File: src/sv/nfcs_pkg.sv
// nfcs_pkg: types, command constants and step table for the nor flash command sequencer
// no dependencies; used by the interfaces, nfcs_step_gen and nor_flash_command_sequencer
`timescale 1ns / 1ps

package nfcs_pkg;

  localparam int BYTE_ADDR_BITS_DEF = 24;
  localparam int ADDR_BITS          = 24;
  localparam int WADDR_BITS         = 23;
  localparam int DATA_BITS          = 16;
  localparam int TOGGLE_POS         = 6;

  typedef logic [ADDR_BITS-1:0]  addr_t;
  typedef logic [WADDR_BITS-1:0] waddr_t;
  typedef logic [DATA_BITS-1:0]  word_t;
  typedef logic [2:0]            step_t;

  typedef enum logic [2:0] {
    OP_READ_ID = 3'd0,
    OP_CFI     = 3'd1,
    OP_RESET   = 3'd2,
    OP_ERASE   = 3'd3,
    OP_PROGRAM = 3'd4,
    OP_STATUS  = 3'd5
  } op_t;

  typedef enum logic [1:0] {
    KIND_WRITE = 2'd0,
    KIND_READ  = 2'd1,
    KIND_DONE  = 2'd2
  } kind_t;

  typedef enum logic [2:0] {
    SEQ_READ_ID,
    SEQ_CFI,
    SEQ_RESET,
    SEQ_ERASE,
    SEQ_PROGRAM,
    SEQ_POLL_READ,
    SEQ_POLL_DONE
  } seq_t;

  // bus addresses and command words
  localparam waddr_t ADDR_UNLOCK1 = 23'h555;
  localparam waddr_t ADDR_UNLOCK2 = 23'h2aa;
  localparam waddr_t ADDR_CFI     = 23'h55;
  localparam waddr_t ADDR_ZERO    = 23'h0;
  localparam waddr_t ADDR_ONE     = 23'h1;
  localparam word_t  CMD_UNLOCK1  = 16'h00aa;
  localparam word_t  CMD_UNLOCK2  = 16'h0055;
  localparam word_t  CMD_AUTOSEL  = 16'h0090;
  localparam word_t  CMD_CFI      = 16'h0098;
  localparam word_t  CMD_RESET    = 16'h00f0;
  localparam word_t  CMD_ERASE    = 16'h0080;
  localparam word_t  CMD_SECTOR   = 16'h0030;
  localparam word_t  CMD_PROGRAM  = 16'h00a0;
  localparam word_t  WORD_ZERO    = 16'h0000;

  // sequence loaded into the step generator
  typedef struct packed {
    seq_t   seq;
    waddr_t waddr;
    word_t  data;
  } load_t;

  typedef struct packed {
    kind_t  kind;
    waddr_t waddr;
    word_t  data;
  } bus_cycle_t;

  function automatic step_t seq_last(input seq_t seq);
    step_t r;
    case (seq)
      SEQ_READ_ID: r = 3'd5;
      SEQ_ERASE:   r = 3'd6;
      SEQ_PROGRAM: r = 3'd4;
      default:     r = 3'd0;
    endcase
    return r;
  endfunction

  function automatic bus_cycle_t wr(input waddr_t a, input word_t d);
    bus_cycle_t r;
    r.kind  = KIND_WRITE;
    r.waddr = a;
    r.data  = d;
    return r;
  endfunction

  function automatic bus_cycle_t rd(input kind_t k, input waddr_t a);
    bus_cycle_t r;
    r.kind  = k;
    r.waddr = a;
    r.data  = WORD_ZERO;
    return r;
  endfunction

  function automatic bus_cycle_t step_cycle(input seq_t seq, input step_t step,
                                            input waddr_t wa, input word_t dat);
    bus_cycle_t r;
    case (seq)
      SEQ_READ_ID: begin
        case (step)
          3'd0:    r = wr(ADDR_UNLOCK1, CMD_UNLOCK1);
          3'd1:    r = wr(ADDR_UNLOCK2, CMD_UNLOCK2);
          3'd2:    r = wr(ADDR_UNLOCK1, CMD_AUTOSEL);
          3'd3:    r = rd(KIND_READ, ADDR_ZERO);
          3'd4:    r = rd(KIND_READ, ADDR_ONE);
          default: r = wr(ADDR_ZERO, CMD_RESET);
        endcase
      end
      SEQ_CFI:   r = wr(ADDR_CFI, CMD_CFI);
      SEQ_RESET: r = wr(ADDR_ZERO, CMD_RESET);
      SEQ_ERASE: begin
        case (step)
          3'd0, 3'd3: r = wr(ADDR_UNLOCK1, CMD_UNLOCK1);
          3'd1, 3'd4: r = wr(ADDR_UNLOCK2, CMD_UNLOCK2);
          3'd2:       r = wr(ADDR_UNLOCK1, CMD_ERASE);
          3'd5:       r = wr(wa, CMD_SECTOR);
          default:    r = rd(KIND_READ, wa);
        endcase
      end
      SEQ_PROGRAM: begin
        case (step)
          3'd0:    r = wr(ADDR_UNLOCK1, CMD_UNLOCK1);
          3'd1:    r = wr(ADDR_UNLOCK2, CMD_UNLOCK2);
          3'd2:    r = wr(ADDR_UNLOCK1, CMD_PROGRAM);
          3'd3:    r = wr(wa, dat);
          default: r = rd(KIND_READ, wa);
        endcase
      end
      SEQ_POLL_READ: r = rd(KIND_READ, wa);
      default:       r = rd(KIND_DONE, wa);
    endcase
    return r;
  endfunction

endpackage

File: src/sv/nfcs_if.sv
// nfcs_req_if and nfcs_res_if: valid/ready channels for requests and bus cycle results
// depends on nfcs_pkg for field types
`timescale 1ns / 1ps

interface nfcs_req_if;
  logic              valid;
  logic              ready;
  logic [2:0]        operation;
  nfcs_pkg::addr_t   address;
  nfcs_pkg::word_t   data;

  modport source (output valid, output operation, output address, output data, input ready);
  modport sink   (input valid, input operation, input address, input data, output ready);
endinterface

interface nfcs_res_if;
  logic              valid;
  logic              ready;
  logic [1:0]        cycle_kind;
  nfcs_pkg::waddr_t  word_address;
  nfcs_pkg::word_t   bus_data;
  logic              last;

  modport source (output valid, output cycle_kind, output word_address, output bus_data,
                  output last, input ready);
  modport sink   (input valid, input cycle_kind, input word_address, input bus_data,
                  input last, output ready);
endinterface

File: src/sv/nfcs_step_gen.sv
// nfcs_step_gen: holds one loaded command sequence and plays it out one bus cycle per item
// depends on nfcs_pkg and nfcs_res_if
`timescale 1ns / 1ps

module nfcs_step_gen (
  input  logic            clk,
  input  logic            rst,
  input  logic            load,
  input  nfcs_pkg::load_t load_item,
  output logic            free,
  nfcs_res_if.source      res
);
  import nfcs_pkg::*;

  logic       seq_valid;
  load_t      cur;
  step_t      step;
  logic       out_open;
  logic       emit;
  logic       final_step;
  bus_cycle_t cyc;

  assign out_open   = !res.valid || res.ready;
  assign emit       = seq_valid && out_open;
  assign final_step = (step == seq_last(cur.seq));
  assign free       = !seq_valid || (emit && final_step);
  assign cyc        = step_cycle(cur.seq, step, cur.waddr, cur.data);

  always_ff @(posedge clk) begin
    if (rst) begin
      seq_valid <= 1'b0;
      step      <= '0;
    end else if (load) begin
      seq_valid <= 1'b1;
      step      <= '0;
    end else if (emit) begin
      if (final_step) begin
        seq_valid <= 1'b0;
      end
      step <= step + 3'd1;
    end
  end

  always_ff @(posedge clk) begin
    if (load) begin
      cur <= load_item;
    end
  end

  // output register
  always_ff @(posedge clk) begin
    if (rst) begin
      res.valid <= 1'b0;
    end else if (out_open) begin
      res.valid <= emit;
    end
  end

  always_ff @(posedge clk) begin
    if (emit) begin
      res.cycle_kind   <= cyc.kind;
      res.word_address <= cyc.waddr;
      res.bus_data     <= cyc.data;
      res.last         <= final_step;
    end
  end

endmodule

File: src/sv/nor_flash_command_sequencer.sv
// nor_flash_command_sequencer: request decode, erase/program busy poll, bus cycle sequencing
// depends on nfcs_pkg, nfcs_req_if, nfcs_res_if and nfcs_step_gen
`timescale 1ns / 1ps
// a request loads the sequence register; its bus cycles then pass the output register to res
// a request with n bus cycles (1 to 7) holds the sequence register until all n have left it,
//   the next request is taken in the cycle its last bus cycle enters the output register;
//   requests that give no result load nothing; while res holds off, the sequence stalls
// reset: rst clears busy, poll state, sequence valid and output valid

module nor_flash_command_sequencer #(
  parameter int BYTE_ADDR_BITS = nfcs_pkg::BYTE_ADDR_BITS_DEF
) (
  input  logic       clk,
  input  logic       rst,
  nfcs_req_if.sink   req,
  nfcs_res_if.source res
);
  import nfcs_pkg::*;

  localparam logic [32:0] AddrMaskWide = (33'd1 << BYTE_ADDR_BITS) - 33'd1;
  localparam logic [31:0] AddrMask     = AddrMaskWide[31:0];

  logic   busy;
  logic   have_sample;
  logic   previous_toggle;
  waddr_t poll_word_address;

  logic   busy_next;
  logic   have_sample_next;
  logic   previous_toggle_next;
  waddr_t poll_word_address_next;

  logic        free;
  logic        accept;
  logic        load;
  load_t       load_item;
  logic [31:0] addr_masked;
  waddr_t      wa_in;
  logic        toggle_in;

  assign addr_masked = 32'(req.address) & AddrMask;
  assign wa_in       = addr_masked[WADDR_BITS:1];
  assign toggle_in   = req.data[TOGGLE_POS];
  assign req.ready   = free;
  assign accept      = req.valid && req.ready;

  always_comb begin
    busy_next              = busy;
    have_sample_next       = have_sample;
    previous_toggle_next   = previous_toggle;
    poll_word_address_next = poll_word_address;
    load                   = 1'b0;
    load_item.seq          = SEQ_RESET;
    load_item.waddr        = wa_in;
    load_item.data         = req.data;
    if (accept) begin
      case (op_t'(req.operation))
        OP_STATUS: begin
          if (busy) begin
            load            = 1'b1;
            load_item.waddr = poll_word_address;
            if (have_sample && toggle_in == previous_toggle) begin
              load_item.seq    = SEQ_POLL_DONE;
              busy_next        = 1'b0;
              have_sample_next = 1'b0;
            end else begin
              load_item.seq        = SEQ_POLL_READ;
              have_sample_next     = 1'b1;
              previous_toggle_next = toggle_in;
            end
          end
        end
        OP_READ_ID: begin
          load          = !busy;
          load_item.seq = SEQ_READ_ID;
        end
        OP_CFI: begin
          load          = !busy;
          load_item.seq = SEQ_CFI;
        end
        OP_RESET: begin
          load          = !busy;
          load_item.seq = SEQ_RESET;
        end
        OP_ERASE, OP_PROGRAM: begin
          load_item.seq = (op_t'(req.operation) == OP_ERASE) ? SEQ_ERASE : SEQ_PROGRAM;
          if (!busy) begin
            load                   = 1'b1;
            busy_next              = 1'b1;
            have_sample_next       = 1'b0;
            poll_word_address_next = wa_in;
          end
        end
        default: begin
          load = 1'b0;
        end
      endcase
    end
  end

  always_ff @(posedge clk) begin
    if (rst) begin
      busy              <= 1'b0;
      have_sample       <= 1'b0;
      previous_toggle   <= 1'b0;
      poll_word_address <= '0;
    end else begin
      busy              <= busy_next;
      have_sample       <= have_sample_next;
      previous_toggle   <= previous_toggle_next;
      poll_word_address <= poll_word_address_next;
    end
  end

  nfcs_step_gen u_step_gen (
    .clk       (clk),
    .rst       (rst),
    .load      (load),
    .load_item (load_item),
    .free      (free),
    .res       (res)
  );

  // a done result always closes its item
  a_done_is_last: assert property (@(posedge clk) disable iff (rst)
    res.valid && res.cycle_kind == KIND_DONE |-> res.last)
    else $error("done result without last");

  // only write cycles carry data
  a_read_data_zero: assert property (@(posedge clk) disable iff (rst)
    res.valid && res.cycle_kind != KIND_WRITE |-> res.bus_data == WORD_ZERO)
    else $error("non-write cycle with nonzero data");

  // erase or program taken while idle starts the poll
  a_enter_busy: assert property (@(posedge clk) disable iff (rst)
    accept && !busy && (req.operation == OP_ERASE || req.operation == OP_PROGRAM)
    |=> busy && !have_sample)
    else $error("busy poll not entered");

  // a status word while idle changes nothing
  a_idle_status: assert property (@(posedge clk) disable iff (rst)
    accept && !busy && req.operation == OP_STATUS |=> !busy)
    else $error("status word while idle left busy set");

endmodule

File: src/flat_wrapper.sv
// flat-port wrapper written by rule: the top's interface ports become plain ports
module nor_flash_command_sequencer_flat import nfcs_pkg::*;
#(
  parameter int BYTE_ADDR_BITS = nfcs_pkg::BYTE_ADDR_BITS_DEF
)
  (clk, rst, req_valid, req_operation, req_address, req_data, req_ready, res_valid, res_cycle_kind, res_word_address, res_bus_data, res_last, res_ready);
  nfcs_req_if req_i ();
  nfcs_res_if res_i ();
  input  logic clk;
  input  logic rst;
  input wire logic [$bits(req_i.valid)-1:0] req_valid;
  input wire logic [$bits(req_i.operation)-1:0] req_operation;
  input wire logic [$bits(req_i.address)-1:0] req_address;
  input wire logic [$bits(req_i.data)-1:0] req_data;
  output wire logic [$bits(req_i.ready)-1:0] req_ready;
  output wire logic [$bits(res_i.valid)-1:0] res_valid;
  output wire logic [$bits(res_i.cycle_kind)-1:0] res_cycle_kind;
  output wire logic [$bits(res_i.word_address)-1:0] res_word_address;
  output wire logic [$bits(res_i.bus_data)-1:0] res_bus_data;
  output wire logic [$bits(res_i.last)-1:0] res_last;
  input wire logic [$bits(res_i.ready)-1:0] res_ready;
  assign req_i.valid = req_valid;
  assign req_i.operation = req_operation;
  assign req_i.address = req_address;
  assign req_i.data = req_data;
  assign req_ready = req_i.ready;
  assign res_valid = res_i.valid;
  assign res_cycle_kind = res_i.cycle_kind;
  assign res_word_address = res_i.word_address;
  assign res_bus_data = res_i.bus_data;
  assign res_last = res_i.last;
  assign res_i.ready = res_ready;
  nor_flash_command_sequencer #(.BYTE_ADDR_BITS(BYTE_ADDR_BITS)) u_core (.clk(clk), .rst(rst), .req(req_i), .res(res_i));
endmodule
File: config.mk
export PLATFORM = sky130hd
export DESIGN_NAME = nor_flash_command_sequencer_flat
export DESIGN_NICKNAME = d
export VERILOG_FILES = /design/src/sv/nfcs_pkg.sv /design/src/sv/nfcs_if.sv /design/src/sv/nfcs_step_gen.sv /design/src/sv/nor_flash_command_sequencer.sv /design/src/flat_wrapper.sv
export SDC_FILE = /design/constraint.sdc
export NUM_CORES = 1
export LEC_CHECK = 0
export ABC_AREA = 1
export ABC_CLOCK_PERIOD_IN_PS = 4000
export BUFFER_PORTS_ARGS = -buffer_cell sky130_fd_sc_hd__buf_2
export CELL_PAD_IN_SITES_DETAIL_PLACEMENT = 0
export CELL_PAD_IN_SITES_GLOBAL_PLACEMENT = 1
export CORE_AREA = 5 5 116 118
export DETAILED_ROUTE_END_ITERATION = 8
export DIE_AREA = 0 0 121 123
export PLACE_DENSITY = 0.77
export SLEW_MARGIN = 30
export SYNTH_ARGS = -nofsm -noshare
export SYNTH_HDL_FRONTEND = slang
export SYNTH_SLANG_ARGS = --single-unit
export TNS_END_PERCENT = 1
File: constraint.sdc
create_clock -name clk -period 4 [get_ports clk]
set_input_delay 0.6 -clock clk [delete_from_list [all_inputs] [get_ports clk]]
set_output_delay 0.6 -clock clk [all_outputs]
set_load 0.02 [all_outputs]
==> results.py <==
metrics = {
    "route": {
        "via_count": 3713,
        "viasPerCell": 4.618,
        "drc": 0,
        "ant_nets": 0,
        "wl_per_cell_um": 13.10,
        "wl_mm": 10.53,
        "first_pass_iters": 5,
        "drt_iter0_drc": 274,
    },
    "synth": {
        "ys_async_sr_fraction": 0,
        "synth_ff_type": "edfxtp_1",
        "yosysWarnings": 0,
        "synth_cell_types": 29,
        "yosys-top-cells-area": "edfxtp_1 50%, dfxtp_1 12%, nand2_1 9.2%",
        "synth_seq_cells": 115,
        "synth.largest_area_cell": "edfxtp_1",
        "synth-edff-count": 84,
        "synth_nets": 577,
        "avgSynthCellArea_um2": 9.583,
        "yosysSeqAreaShare": 0.6247,
        "syn_area_um2": 5031,
        "synth_top_area_frac": 0.5014,
        "synth_cells": 525,
    },
    "grt": {
        "grt_pass1_vias": 3461,
        "overflow": 0,
        "antenna_found_initial": 0,
        "grt.total_usage": 0.1459,
        "grt_pass1_wl_mm": 16.84,
        "grt_start_max_net_pins": 49,
    },
    "clock_network": {
        "clock_sinks": 115,
        "clk_latency_ns": 0.41,
        "cts_tree": "yes",
        "postCtsSetupBuffers": 0,
        "cts_resized": 0,
        "cts_max_level": 4,
        "cts_hold_buffers": 0,
        "cts_root_buf": "clkbuf_16",
        "numCtsBuffers": 17,
        "clock_path_buffers": 2,
        "clkTransAtPathRegs_ns": 0.05,
    },
    "final_layout": {
        "diodes": 0,
        "fin_cells": 804,
        "area_delta_synth_final_pct": 22.76,
        "finish.utilization": 0.4995,
        "drive_gt1_frac": 0.2294,
        "postLayoutCellArea_um2": 6176,
        "nets": 671,
    },
    "sta": {
        "post-route-min-period_ns": 2.644,
        "setup_viol": 0,
        "min_period_over_period": 0.6611,
        "relSlewSlack": 0.6395,
        "finalHoldViolations": 0,
        "grt_setup_unrepaired": "false",
        "max_freq_mhz": 378.2,
        "slew_violations": 0,
        "fin_ws_ns": 1.356,
        "finalSetupTns_ns": 0,
        "skew_ns": 0.008475,
        "worst_pin_slew_ns": 0.5407,
    },
    "die": {
        "fp.dieH_um": 123,
        "rows": 41,
        "io_pins": 91,
        "start_util": 0.4069,
        "dieArea_um2": 14880,
        "die_w_um": 121,
        "core_um2": 12360,
    },
    "setup_path": {
        "arrival_ns": 2.74,
        "worstPathMaxFanout": 36,
        "reg2reg_from": "u_core.u_step_gen.cur[40]$_SDFFCE_PP1P_",
        "ff2ff_setup_slack_ns": 1.36,
        "timing.rr.end": "u_core.u_step_gen.cur[13]$_DFFE_PP_",
        "path_class": "reg -> reg",
        "crit_required_ns": 4.10,
        "reg2reg_depth": 12,
        "crit_path_start_kind": "flip-flop",
        "worstSetupEndpointType": "flip-flop",
    },
    "power": {
        "clkPwrFrac": 0.450,
        "p_seq_frac": 0.450,
        "power_leakage_nw": 2.539,
        "power_switching_share": 0.2503,
        "power.switching_w": 0.0007764,
        "power_frac_comb": 0.099,
        "max-vdd-ir-drop_mv": 0.3068,
        "p_per_area_nw_per_um2": 502.4,
        "p_int_w": 0.002326,
    },
    "placed_design": {
        "dp.cells": 772,
        "place_congestion": 0.8720,
        "place_area_um2": 5609,
        "numPortBuffers": 89,
        "dp_hpwl_mm": 7.485,
        "pre_cts_ws_ns": 1.265,
    },
    "min_path": {
        "hp-start": "req_data[15]",
        "holdPathEnd": "u_core.u_step_gen.cur[15]$_DFFE_PP_",
        "hold-path-cell-count": 1,
        "min_path_type": "in -> reg",
    },
    "flow_run": {
        "maxCapViolCount": 0,
    },
    "outcome": {
        "status": "finished clean",
    },
}
## layer usage
metal  share of wire  track usage  wire, µm
met5               0            0         0
met3           0.072      0.04895       754
met4           0.014      0.05807       149
met2            0.45       0.2213      4702
met1            0.47       0.1937      4922
## critical path, stage by stage (launching register included)
cell      delay [ns]
edfxtp_1        0.48
nor2_2          0.24
nand2_2         0.14
nand2_1         0.08
nand2_1         0.08
nor2_2          0.10
nand3_2         0.09
nand2_4         0.13
nand2_4         0.09
inv_6           0.18
nand2_1         0.12
inv_1           0.32
buf_12          0.28
## power groups by stage
stage / logic, W / registers, W / clock network [W]
6_report: 0.000308 / 0.00140 / 0.00140
3_3_place_gp: 0.000307 / 0.00142 / 0
5_1_grt: 0.000344 / 0.00140 / 0.00148
4_1_cts: 0.000312 / 0.00140 / 0.00142
2_1_floorplan: 0.000165 / 0.00146 / 0
3_5_place_dp: 0.000311 / 0.00142 / 0
## sequential cells by signal (all words and copies together) (netlist names)
name	cells
u_core.previous_toggle	1
u_core.u_step_gen.res.valid	1
u_core.busy	1
u_core.u_step_gen.res.bus_data	16
u_core.u_step_gen.cur	42
u_core.poll_word_address	23
u_core.u_step_gen.step	3
u_core.u_step_gen.seq_valid	1
u_core.have_sample	1
u_core.u_step_gen.res.last	1
u_core.u_step_gen.res.word_address	23
u_core.u_step_gen.res.cycle_kind	2
## through the flow
| stage | total power [W] | hold WS (ns) |
|---|---|---|
| after global routing | 0.003228 | 0.3494 |
| after detailed placement | 0.001733 | 0.4556 |
| after CTS | 0.003135 | 0.3514 |
| final | 0.003103 | 0.3704 |
| after global placement | 0.001728 | 0.4514 |
| after floorplan | 0.001625 | 0.4445 |
## synthesized netlist by cell type, types with 2 or more instances
library cell and count:
a21oi_1 42, buf_2 7, buf_6 3, buf_8 2, clkbuf_1 4, dfxtp_1 31
edfxtp_1 84, ha_1 5, inv_1 67, inv_2 4, nand2_1 123, nand2_2 2
nand2_4 2, nand3_1 36, nand3_2 4, nand4_1 2, nor2_1 53, nor2_2 3
nor3_1 5, o211ai_1 3, o21ai_0 12, o21ai_1 20, o21ai_2 3, or2_2 3
## final cells by class
cell class	instances	area, µm²
repair buffers	92	480.5
multi-input cells	321	1503
well taps	172	215.2
clock inverters	14	130.1
inverters	72	275.3
flip-flops and latches	115	3143
fillers	1130	6187
clock buffers	18	429.2
## cell usage in the layout (no fill, tap or decap)
master | Yosys | routed
nor3_1 | 5 | 5
nand3_4 | 0 | 1
a211oi_1 | 1 | 1
clkinvlp_4 | 0 | 2
nor2_1 | 53 | 53
nand3_2 | 4 | 3
clkbuf_16 | 0 | 17
clkinv_4 | 0 | 5
nand2_1 | 123 | 123
a21oi_1 | 42 | 42
buf_2 | 7 | 89
a211o_1 | 1 | 1
ha_1 | 5 | 5
or2_2 | 3 | 3
inv_6 | 1 | 4
clkbuf_1 | 4 | 1
inv_2 | 4 | 4
nand2_2 | 2 | 2
nand3_1 | 36 | 36
inv_1 | 67 | 66
buf_12 | 0 | 1
nor2_2 | 3 | 3
nand4_1 | 2 | 2
clkinv_1 | 0 | 1
clkinv_2 | 0 | 3
a31oi_1 | 1 | 1
o21ai_2 | 3 | 3
o21ai_0 | 12 | 12
edfxtp_1 | 84 | 84
o211ai_1 | 3 | 3
nand2_4 | 2 | 2
dfxtp_1 | 31 | 31
o21ai_1 | 20 | 20
bufinv_16 | 0 | 1
buf_4 | 0 | 2
## worst max-delay path by stage
stage | start | endpoint | slack, ns | cells past startpoint
final | u_core.u_step_gen.cur[40]$_SDFFCE_PP1P_ | u_core.u_step_gen.cur[13]$_DFFE_PP_ | 1.36 | 12
after global routing | u_core.u_step_gen.cur[40]$_SDFFCE_PP1P_ | u_core.u_step_gen.cur[13]$_DFFE_PP_ | 1.13 | 12
after CTS | u_core.u_step_gen.cur[40]$_SDFFCE_PP1P_ | u_core.u_step_gen.cur[26]$_DFFE_PP_ | 1.25 | 10
after floorplan | res_ready | u_core.u_step_gen.cur[0]$_DFFE_PP_ | 0.46 | 10
after detailed placement | u_core.u_step_gen.cur[40]$_SDFFCE_PP1P_ | u_core.u_step_gen.cur[26]$_DFFE_PP_ | 1.26 | 10
after global placement | u_core.u_step_gen.cur[40]$_SDFFCE_PP1P_ | u_core.u_step_gen.cur[38]$_DFFE_PP_ | 1.30 | 10
## kinds of logic (layout without fill, tap and decap cells)
kind of cell               Yosys count  in the layout  synth area share
adders and majority gates            5              5           0.01243
DFF                                115            115            0.6247
AOI/OAI and AO/OA                   83             83           0.08779
buffers and inverters               89            196           0.07809
and+or+nand+nor                    233            233            0.1970
Power figures use the tool's default switching activity.
